--- config.mk ---
export PLATFORM = sky130hd
export DESIGN_NAME = priority_ceiling_resource_lock_flat
export DESIGN_NICKNAME = d
export VERILOG_FILES = /design/src/hw/rtl/pcrl_pkg.sv /design/src/hw/rtl/pcrl_if.sv /design/src/hw/rtl/pcrl_cfg_regs.sv /design/src/hw/rtl/pcrl_core.sv /design/src/hw/rtl/priority_ceiling_resource_lock.sv /design/src/flat_wrapper.sv
export SDC_FILE = /design/constraint.sdc
export NUM_CORES = 1
export LEC_CHECK = 0
export BUFFER_PORTS_ARGS = -buffer_cell sky130_fd_sc_hd__buf_2
export CAP_MARGIN = 30
export CORE_UTILIZATION = 45
export DETAILED_ROUTE_END_ITERATION = 16
export MAX_ROUTING_LAYER = met4
export PLACE_DENSITY = 0.64
export SETUP_SLACK_MARGIN = 0.4
export SLEW_MARGIN = 20
export SYNTH_ARGS = -nofsm -noshare
export SYNTH_HDL_FRONTEND = slang
export SYNTH_SLANG_ARGS = --single-unit
--- constraint.sdc ---
create_clock -name clk -period 6.3 [get_ports clk]
set_input_delay 0.315 -clock clk [delete_from_list [all_inputs] [get_ports clk]]
set_output_delay 0.315 -clock clk [all_outputs]
set_load 0.03 [all_outputs]
--- src/hw/rtl/pcrl_pkg.sv ---
// Shared types and constants for the priority ceiling resource lock.
package pcrl_pkg;

    localparam int RES_COUNT     = 8;
    localparam int TASK_COUNT    = 8;
    localparam int RES_ID_W      = 4;
    localparam int TASK_ID_W     = 3;
    localparam int PRIO_W        = 8;
    localparam int CFG_IDX_W     = 3;

    localparam logic [PRIO_W-1:0] CEIL_RESET = 8'd255;

    typedef enum logic
    {
        OP_GET     = 1'b0,
        OP_RELEASE = 1'b1
    } opcode_t;

    typedef enum logic [1:0]
    {
        ST_OK     = 2'd0,
        ST_ID     = 2'd1,
        ST_ACCESS = 2'd2,
        ST_NOFUNC = 2'd3
    } status_t;

    typedef struct packed
    {
        opcode_t               opcode;
        logic [RES_ID_W-1:0]   resource_id;
        logic [TASK_ID_W-1:0]  task_id;
        logic [PRIO_W-1:0]     task_priority;
        logic [PRIO_W-1:0]     base_priority;
        logic                  preemptible;
    } req_t;

    typedef struct packed
    {
        status_t               status;
        logic [PRIO_W-1:0]     new_priority;
        logic                  reschedule;
    } rsp_t;

endpackage

--- src/hw/rtl/pcrl_if.sv ---
// Request, response and configuration channel interfaces.
interface pcrl_req_if;
    logic            valid;
    logic            ready;
    pcrl_pkg::req_t  data;

    modport source (output valid, output data, input ready);
    modport sink   (input valid, input data, output ready);
endinterface

interface pcrl_rsp_if;
    logic            valid;
    logic            ready;
    pcrl_pkg::rsp_t  data;

    modport source (output valid, output data, input ready);
    modport sink   (input valid, input data, output ready);
endinterface

interface pcrl_cfg_if;
    logic                               valid;
    logic                               ready;
    logic [pcrl_pkg::CFG_IDX_W-1:0]     index;
    logic [pcrl_pkg::PRIO_W-1:0]        data;

    modport source (output valid, output index, output data, input ready);
    modport sink   (input valid, input index, input data, output ready);
endinterface

--- src/hw/rtl/pcrl_cfg_regs.sv ---
// Ceiling priority registers, one per resource.
module pcrl_cfg_regs #(
    parameter int NUM_RESOURCES = pcrl_pkg::RES_COUNT
) (
    input  logic                         clk,
    input  logic                         rst_n,
    pcrl_cfg_if.sink                     cfg,
    output logic [pcrl_pkg::PRIO_W-1:0]  ceil [NUM_RESOURCES]
);

    localparam int RIW = (NUM_RESOURCES > 1) ? $clog2(NUM_RESOURCES) : 1;

    logic [pcrl_pkg::PRIO_W-1:0] ceil_reg [NUM_RESOURCES];
    logic                        wr_en;

    assign cfg.ready = 1'b1;
    // indexes past the resource count are accepted and dropped
    assign wr_en = cfg.valid && (32'(cfg.index) < NUM_RESOURCES);

    always_ff @(posedge clk or negedge rst_n)
    begin
        if (!rst_n)
        begin
            for (int i = 0; i < NUM_RESOURCES; i++)
            begin
                ceil_reg[i] <= pcrl_pkg::CEIL_RESET;
            end
        end
        else if (wr_en)
        begin
            ceil_reg[cfg.index[RIW-1:0]] <= cfg.data;
        end
    end

    assign ceil = ceil_reg;

endmodule

--- src/hw/rtl/pcrl_core.sv ---
// Ownership and chain tables plus the get/release decision logic.
module pcrl_core #(
    parameter int NUM_RESOURCES = pcrl_pkg::RES_COUNT,
    parameter int NUM_TASKS     = pcrl_pkg::TASK_COUNT
) (
    input  logic                         clk,
    input  logic                         rst_n,
    input  logic                         fire,
    input  pcrl_pkg::req_t               item,
    input  logic [pcrl_pkg::PRIO_W-1:0]  ceil [NUM_RESOURCES],
    output pcrl_pkg::rsp_t               result
);

    localparam int RIW = (NUM_RESOURCES > 1) ? $clog2(NUM_RESOURCES) : 1;
    localparam int TIW = (NUM_TASKS > 1) ? $clog2(NUM_TASKS) : 1;

    // resource side: owner and the owner's previously held resource
    logic           owner_vld_reg [NUM_RESOURCES];
    logic [TIW-1:0] owner_task_reg [NUM_RESOURCES];
    logic           prev_vld_reg [NUM_RESOURCES];
    logic [RIW-1:0] prev_res_reg [NUM_RESOURCES];
    // task side: head of each task's chain
    logic           last_vld_reg [NUM_TASKS];
    logic [RIW-1:0] last_res_reg [NUM_TASKS];

    logic                        res_ok;
    logic                        task_ok;
    logic [RIW-1:0]              ridx;
    logic [TIW-1:0]              tidx;
    logic [pcrl_pkg::PRIO_W-1:0] ceil_r;
    logic [pcrl_pkg::PRIO_W-1:0] ceil_prev;
    logic                        own_vld;
    logic [TIW-1:0]              own_task;
    logic                        prv_vld;
    logic [RIW-1:0]              prv_res;
    logic                        lst_vld;
    logic [RIW-1:0]              lst_res;
    logic                        do_get;
    logic                        do_rel;

    assign res_ok  = 32'(item.resource_id) < NUM_RESOURCES;
    assign task_ok = 32'(item.task_id) < NUM_TASKS;
    assign ridx    = item.resource_id[RIW-1:0];
    assign tidx    = item.task_id[TIW-1:0];

    assign ceil_r    = ceil[ridx];
    assign own_vld   = owner_vld_reg[ridx];
    assign own_task  = owner_task_reg[ridx];
    assign prv_vld   = prev_vld_reg[ridx];
    assign prv_res   = prev_res_reg[ridx];
    assign lst_vld   = last_vld_reg[tidx];
    assign lst_res   = last_res_reg[tidx];
    assign ceil_prev = ceil[prv_res];

    always_comb
    begin
        result.status       = pcrl_pkg::ST_OK;
        result.new_priority = item.task_priority;
        result.reschedule   = 1'b0;
        do_get              = 1'b0;
        do_rel              = 1'b0;
        if (!res_ok || !task_ok)
        begin
            result.status = pcrl_pkg::ST_ID;
        end
        else if (item.opcode == pcrl_pkg::OP_GET)
        begin
            if (own_vld || (item.task_priority > ceil_r))
            begin
                result.status = pcrl_pkg::ST_ACCESS;
            end
            else
            begin
                result.new_priority = ceil_r;
                do_get              = 1'b1;
            end
        end
        else
        begin
            // out-of-order release only refused when the caller owns it
            if (!own_vld ||
                ((!lst_vld || (lst_res != ridx)) && (own_task == tidx)))
            begin
                result.status = pcrl_pkg::ST_NOFUNC;
            end
            else if (ceil_r < item.task_priority)
            begin
                result.status = pcrl_pkg::ST_ACCESS;
            end
            else
            begin
                result.new_priority = prv_vld ? ceil_prev : item.base_priority;
                result.reschedule   = item.preemptible;
                do_rel              = 1'b1;
            end
        end
    end

    always_ff @(posedge clk or negedge rst_n)
    begin
        if (!rst_n)
        begin
            for (int i = 0; i < NUM_RESOURCES; i++)
            begin
                owner_vld_reg[i] <= 1'b0;
                prev_vld_reg[i]  <= 1'b0;
            end
            for (int i = 0; i < NUM_TASKS; i++)
            begin
                last_vld_reg[i] <= 1'b0;
            end
        end
        else if (fire)
        begin
            if (do_get)
            begin
                owner_vld_reg[ridx] <= 1'b1;
                prev_vld_reg[ridx]  <= lst_vld;
                last_vld_reg[tidx]  <= 1'b1;
            end
            else if (do_rel)
            begin
                owner_vld_reg[ridx] <= 1'b0;
                prev_vld_reg[ridx]  <= 1'b0;
                last_vld_reg[tidx]  <= prv_vld;
            end
        end
    end

    always_ff @(posedge clk)
    begin
        if (fire)
        begin
            if (do_get)
            begin
                owner_task_reg[ridx] <= tidx;
                prev_res_reg[ridx]   <= lst_res;
                last_res_reg[tidx]   <= ridx;
            end
            else if (do_rel)
            begin
                last_res_reg[tidx] <= prv_res;
            end
        end
    end

endmodule

--- src/hw/rtl/priority_ceiling_resource_lock.sv ---
// Top level: request register, decision core, response register.
//
//  channel | dir | handshake     | beat carries
//  --------+-----+---------------+---------------------------------------------
//  req     | in  | valid/ready   | opcode, resource_id, task_id, priorities, flag
//  rsp     | out | valid/ready   | status, new_priority, reschedule
//  cfg     | in  | valid/ready   | index (ceiling register), data (ceiling)
//
// One request per cycle sustained while rsp is ready; a req beat goes into
// the request register, then one pass through the core into the response
// register, which raises rsp valid. Tables are flip-flops with valid bits,
// so they are usable straight after reset; ceilings reset to 255. A stalled
// rsp holds its beat, one further request waits in the request register,
// then req ready drops. cfg is always ready.
module priority_ceiling_resource_lock #(
    parameter int NUM_RESOURCES = pcrl_pkg::RES_COUNT,
    parameter int NUM_TASKS     = pcrl_pkg::TASK_COUNT
) (
    input  logic        clk,
    input  logic        rst_n,
    pcrl_req_if.sink    req,
    pcrl_rsp_if.source  rsp,
    pcrl_cfg_if.sink    cfg
);

    logic                        in_vld_reg;
    pcrl_pkg::req_t              in_data_reg;
    logic                        out_vld_reg;
    pcrl_pkg::rsp_t              out_data_reg;
    logic                        advance;
    pcrl_pkg::rsp_t              core_result;
    logic [pcrl_pkg::PRIO_W-1:0] ceil [NUM_RESOURCES];

    assign advance   = in_vld_reg && (!out_vld_reg || rsp.ready);
    assign req.ready = !in_vld_reg || advance;
    assign rsp.valid = out_vld_reg;
    assign rsp.data  = out_data_reg;

    pcrl_cfg_regs #(
        .NUM_RESOURCES (NUM_RESOURCES)
    ) u_cfg_regs (
        .clk   (clk),
        .rst_n (rst_n),
        .cfg   (cfg),
        .ceil  (ceil)
    );

    pcrl_core #(
        .NUM_RESOURCES (NUM_RESOURCES),
        .NUM_TASKS     (NUM_TASKS)
    ) u_core (
        .clk    (clk),
        .rst_n  (rst_n),
        .fire   (advance),
        .item   (in_data_reg),
        .ceil   (ceil),
        .result (core_result)
    );

    always_ff @(posedge clk or negedge rst_n)
    begin
        if (!rst_n)
        begin
            in_vld_reg  <= 1'b0;
            out_vld_reg <= 1'b0;
        end
        else
        begin
            if (req.valid && req.ready)
            begin
                in_vld_reg <= 1'b1;
            end
            else if (advance)
            begin
                in_vld_reg <= 1'b0;
            end

            if (advance)
            begin
                out_vld_reg <= 1'b1;
            end
            else if (rsp.ready)
            begin
                out_vld_reg <= 1'b0;
            end
        end
    end

    always_ff @(posedge clk)
    begin
        if (req.valid && req.ready)
        begin
            in_data_reg <= req.data;
        end
        if (advance)
        begin
            out_data_reg <= core_result;
        end
    end

endmodule
--- src/flat_wrapper.sv ---
// flat-port wrapper written by rule: the top's interface ports become plain ports
module priority_ceiling_resource_lock_flat 
#(
    parameter int NUM_RESOURCES = pcrl_pkg::RES_COUNT,
    parameter int NUM_TASKS     = pcrl_pkg::TASK_COUNT
)
  (clk, rst_n, req_valid, req_data, req_ready, rsp_valid, rsp_data, rsp_ready, cfg_valid, cfg_index, cfg_data, cfg_ready);
  pcrl_req_if req_i ();
  pcrl_rsp_if rsp_i ();
  pcrl_cfg_if cfg_i ();
  input  logic clk;
  input  logic rst_n;
  input wire logic [$bits(req_i.valid)-1:0] req_valid;
  input wire logic [$bits(req_i.data)-1:0] req_data;
  output wire logic [$bits(req_i.ready)-1:0] req_ready;
  output wire logic [$bits(rsp_i.valid)-1:0] rsp_valid;
  output wire logic [$bits(rsp_i.data)-1:0] rsp_data;
  input wire logic [$bits(rsp_i.ready)-1:0] rsp_ready;
  input wire logic [$bits(cfg_i.valid)-1:0] cfg_valid;
  input wire logic [$bits(cfg_i.index)-1:0] cfg_index;
  input wire logic [$bits(cfg_i.data)-1:0] cfg_data;
  output wire logic [$bits(cfg_i.ready)-1:0] cfg_ready;
  assign req_i.valid = req_valid;
  assign req_i.data = req_data;
  assign req_ready = req_i.ready;
  assign rsp_valid = rsp_i.valid;
  assign rsp_data = rsp_i.data;
  assign rsp_i.ready = rsp_ready;
  assign cfg_i.valid = cfg_valid;
  assign cfg_i.index = cfg_index;
  assign cfg_i.data = cfg_data;
  assign cfg_ready = cfg_i.ready;
  priority_ceiling_resource_lock #(.NUM_RESOURCES(NUM_RESOURCES), .NUM_TASKS(NUM_TASKS)) u_core (.clk(clk), .rst_n(rst_n), .req(req_i), .rsp(rsp_i), .cfg(cfg_i));
endmodule
==> flow_summary_export.csv <==
group,metric,value,unit
layout,area_delta_synth_final,16.4,%
yosys,synthTopCellsByArea,"edfxtp_1 34%, dfstp_2 18%, mux2_2 9.6%",
floorplan,dieArea,0.0218,sq mm
yosys,synth_edf_count,108,
sta,max-slew-margin-rel,35.7,%
power_and_ir_drop,p_leak,4.20,nW
floorplan,initial_core_util,46.6,%
drt,dr.pass1.iters,5,
yosys,syn_area,0.00954,sq mm
cts,cts_buffers,22,
power_and_ir_drop,pwr_density_cell,333,mW/mm^2
sta,fin_ws,1.49,ns
sta,min_period,4.81,ns
sta,worst_pin_slew,0.961,ns
drt,ant_nets,0,
yosys,yosysSeqAreaShare,59.7,%
worst_setup_path,critPathArrivalTime,4.94,ns
grt,grt_max_degree,52,
yosys,syn_area_per_cell,14.1,sq um
worst_setup_path,worstSetupPathType,"flip-flop to flip-flop",
worst_hold_path,hold_end,"u_core.in_data_reg[18]",
worst_setup_path,cp.required,6.43,ns
grt,track_usage,22.6,%
layout,drive_gt1_share,37.3,%
cts,h-tree-depth,1,
sta,skew,0.00991,ns
sta,clock.fmax,0.208,GHz
yosys,ys_warn_count,0,
worst_setup_path,crit_fanout,18,
grt,first_global_vias,6495,
cts,cts_tree,"yes",
yosys,synth_top_cell_area_share,34.0,%
sta,finalHoldViolations,0,
cts,clock_path_buffers,3,
worst_setup_path,critPathCaptureType,"flip-flop",
sta,drv_slew,0,
layout,nets,799,
placed_design,post-place-ws,1.55,ns
worst_setup_path,r2r_cells,11,
yosys,ys_ff_latch,204,
yosys,async_reset_ff_share,44.1,%
sta,post-route-period-util,76.3,%
placed_design,dp_hpwl,16000,microns
yosys,synth_common_cells,"108 x edfxtp_1, 81 x mux2_2, 64 x dfstp_2",
yosys,synth_fp_nets,723,
worst_hold_path,hp-class,"primary input to flip-flop",
power_and_ir_drop,p_total,3.70,mW
drt,wl,23200,microns
floorplan,core-area,0.0205,sq mm
job,maxCapViolCount,0,
layout,largest_register_ffs,64,
placed_design,gp_congestion,0.933,
cts,insertion_delay,0.50,ns
worst_setup_path,r2r-end,"u_core.u_core.prev_res_reg[2][2]",
placed_design,io_buffer_count,53,
sta,fin_setup_tns,0,ns
worst_hold_path,min-delay-start,"req_data[18]",
drt,drc_errors,0,
sta,rsz0062_at_grt,"false",
drt,drtIter0Drc,420,
floorplan,dieWidth,148,microns
floorplan,die_h,148,microns
yosys,ys_types,60,
worst_hold_path,whs_path_depth,1,
worst_setup_path,crit_path_start_kind,"flip-flop",
grt,grt_overflow,0,
grt,grt_pass1_wl,36500,microns
grt,antenna_found_initial,0,
drt,post_drt_wl_per_cell,22.4,microns
worst_setup_path,r2r_setup_slack,1.49,ns
yosys,yosysTopAreaCell,"edfxtp_1",
yosys,dominantRegCellSynth,"edfxtp_1",
drt,num_vias,6134,
worst_setup_path,r2r_start,"u_core.in_data_reg[21]",
yosys,post-synth-top-count-cell,"edfxtp_1",
cts,cts_resized,0,
drt,routed_via_density,5.92,
yosys,syn_inst,675,
layout,diodes,0,
floorplan,io_pins,55,
sta,holdWs,0.0111,ns
cts,numClockSinks,204,
status,outcome,"complete, no violations",
sta,finalSetupViolCount,0,
power_and_ir_drop,vdd_drop_max,0.000216,V
floorplan,rows,52,
cts,clk_pin_slew,0.06,ns
cts,cts_root_buffer,"clkbuf_16",
-- worst max path at each step --
stage	from	endpoint	slack, ns	depth (start not counted)
6_report	u_core.in_data_reg[21]	u_core.u_core.prev_res_reg[2][2]	1.49	11
3_3_place_gp	u_core.in_data_reg[21]	u_core.u_core.owner_task_reg[2][1]	1.73	11
4_1_cts	u_core.in_data_reg[21]	u_core.u_core.prev_res_reg[2][2]	1.52	11
5_1_grt	u_core.in_data_reg[21]	u_core.u_core.last_res_reg[4][0]	1.10	12
3_5_place_dp	u_core.in_data_reg[21]	u_core.u_core.prev_res_reg[2][2]	1.55	11
2_1_floorplan	u_core.in_data_reg[22]	u_core.u_core.owner_task_reg[0][0]	2.17	12
-- cells by family (layout without fill, tap and decap cells) --
logic type	after synthesis	in the layout	synth area share (%)
DFF	204	204	59.7
muxes	157	157	20.7
and+or+nand+nor	135	135	7.13
AOI/OAI and AO/OA	112	112	8.64
buffers and inverters	53	145	2.29
adders and majority gates	7	7	0.918
xor gates and xnor gates	6	6	0.551
other	1	1	0.0393
-- cell type report --
| cell class | instances | area, sq um |
|---|---|---|
| fillers | 1695 | 9390 |
| repair buffers | 86 | 576 |
| clock inverters | 14 | 158 |
| flip-flops and latches | 204 | 5700 |
| clock buffers | 26 | 607 |
| inverters | 19 | 71.3 |
| well taps | 270 | 338 |
| multi-input cells | 418 | 3660 |
-- cell usage in the layout, fill, tap and decap left out, types with 5 or more instances in the layout --
cell type      instances
dfrtp_1               26
o21ai_0               11
nor2_1                35
a221oi_1              14
buf_4                 12
clkinv_2               5
buf_2                 52
nand3_1                6
nor3_1                 7
nor3b_1                5
mux4_2                24
nand2_1               37
a2bb2oi_1             11
nand2b_1               9
inv_1                 18
mux2i_1               46
dfxtp_1                6
nor2b_1                7
a221o_1                5
ha_1                   7
clkbuf_16             23
dfstp_2               64
o22ai_1               12
o21ai_1               17
a21oi_1                8
mux2_2                81
a211oi_1               7
dlygate4sd3_1         21
mux2_1                 5
edfxtp_1             108
-- power by group --
part           total [mW]  switching [mW]  internal, mW
clock                1.34           0.523         0.814
combinational       0.591           0.300         0.291
sequential           1.77           0.134          1.63
total                3.70           0.957          2.74
-- critical path, stage by stage, from the launching register on --
cell and delay, ns:
edfxtp_1 0.90, buf_4 0.33, nor2b_1 0.16, a22o_1 0.26, a221o_1 0.39, ha_1 0.32, nor2_1 0.05, a211oi_1 0.34
o21bai_1 0.22, nor3_1 0.50, nand2_1 0.37, nor2_1 0.57
-- layer usage --
layer	up-vias	GRT usage, %	share of wire [%]	wire length, microns
met5	-	-	0	0
met4	0	7.53	3.5	811
met3	55	3.18	3.9	904
met2	178	37.2	50	11500
met1	3146	28.8	43	10000
li1	2755	-	-	-
-- timing repair --
action	CTS	global route
hold endpoints to repair	21	0
setup buffers	0	0
hold buffers	21	0
-- metrics by stage --
stage	cells	utilization [%]	cell area [sq um]
after floorplan	675	-	9540
after global placement	973	49.3	10100
after detailed placement	974	49.4	10100
after CTS	1035	54.1	11100
after global routing	1037	54.2	11100
final	1037	54.2	11100
Note: power is estimated with default switching activity, not from simulation.
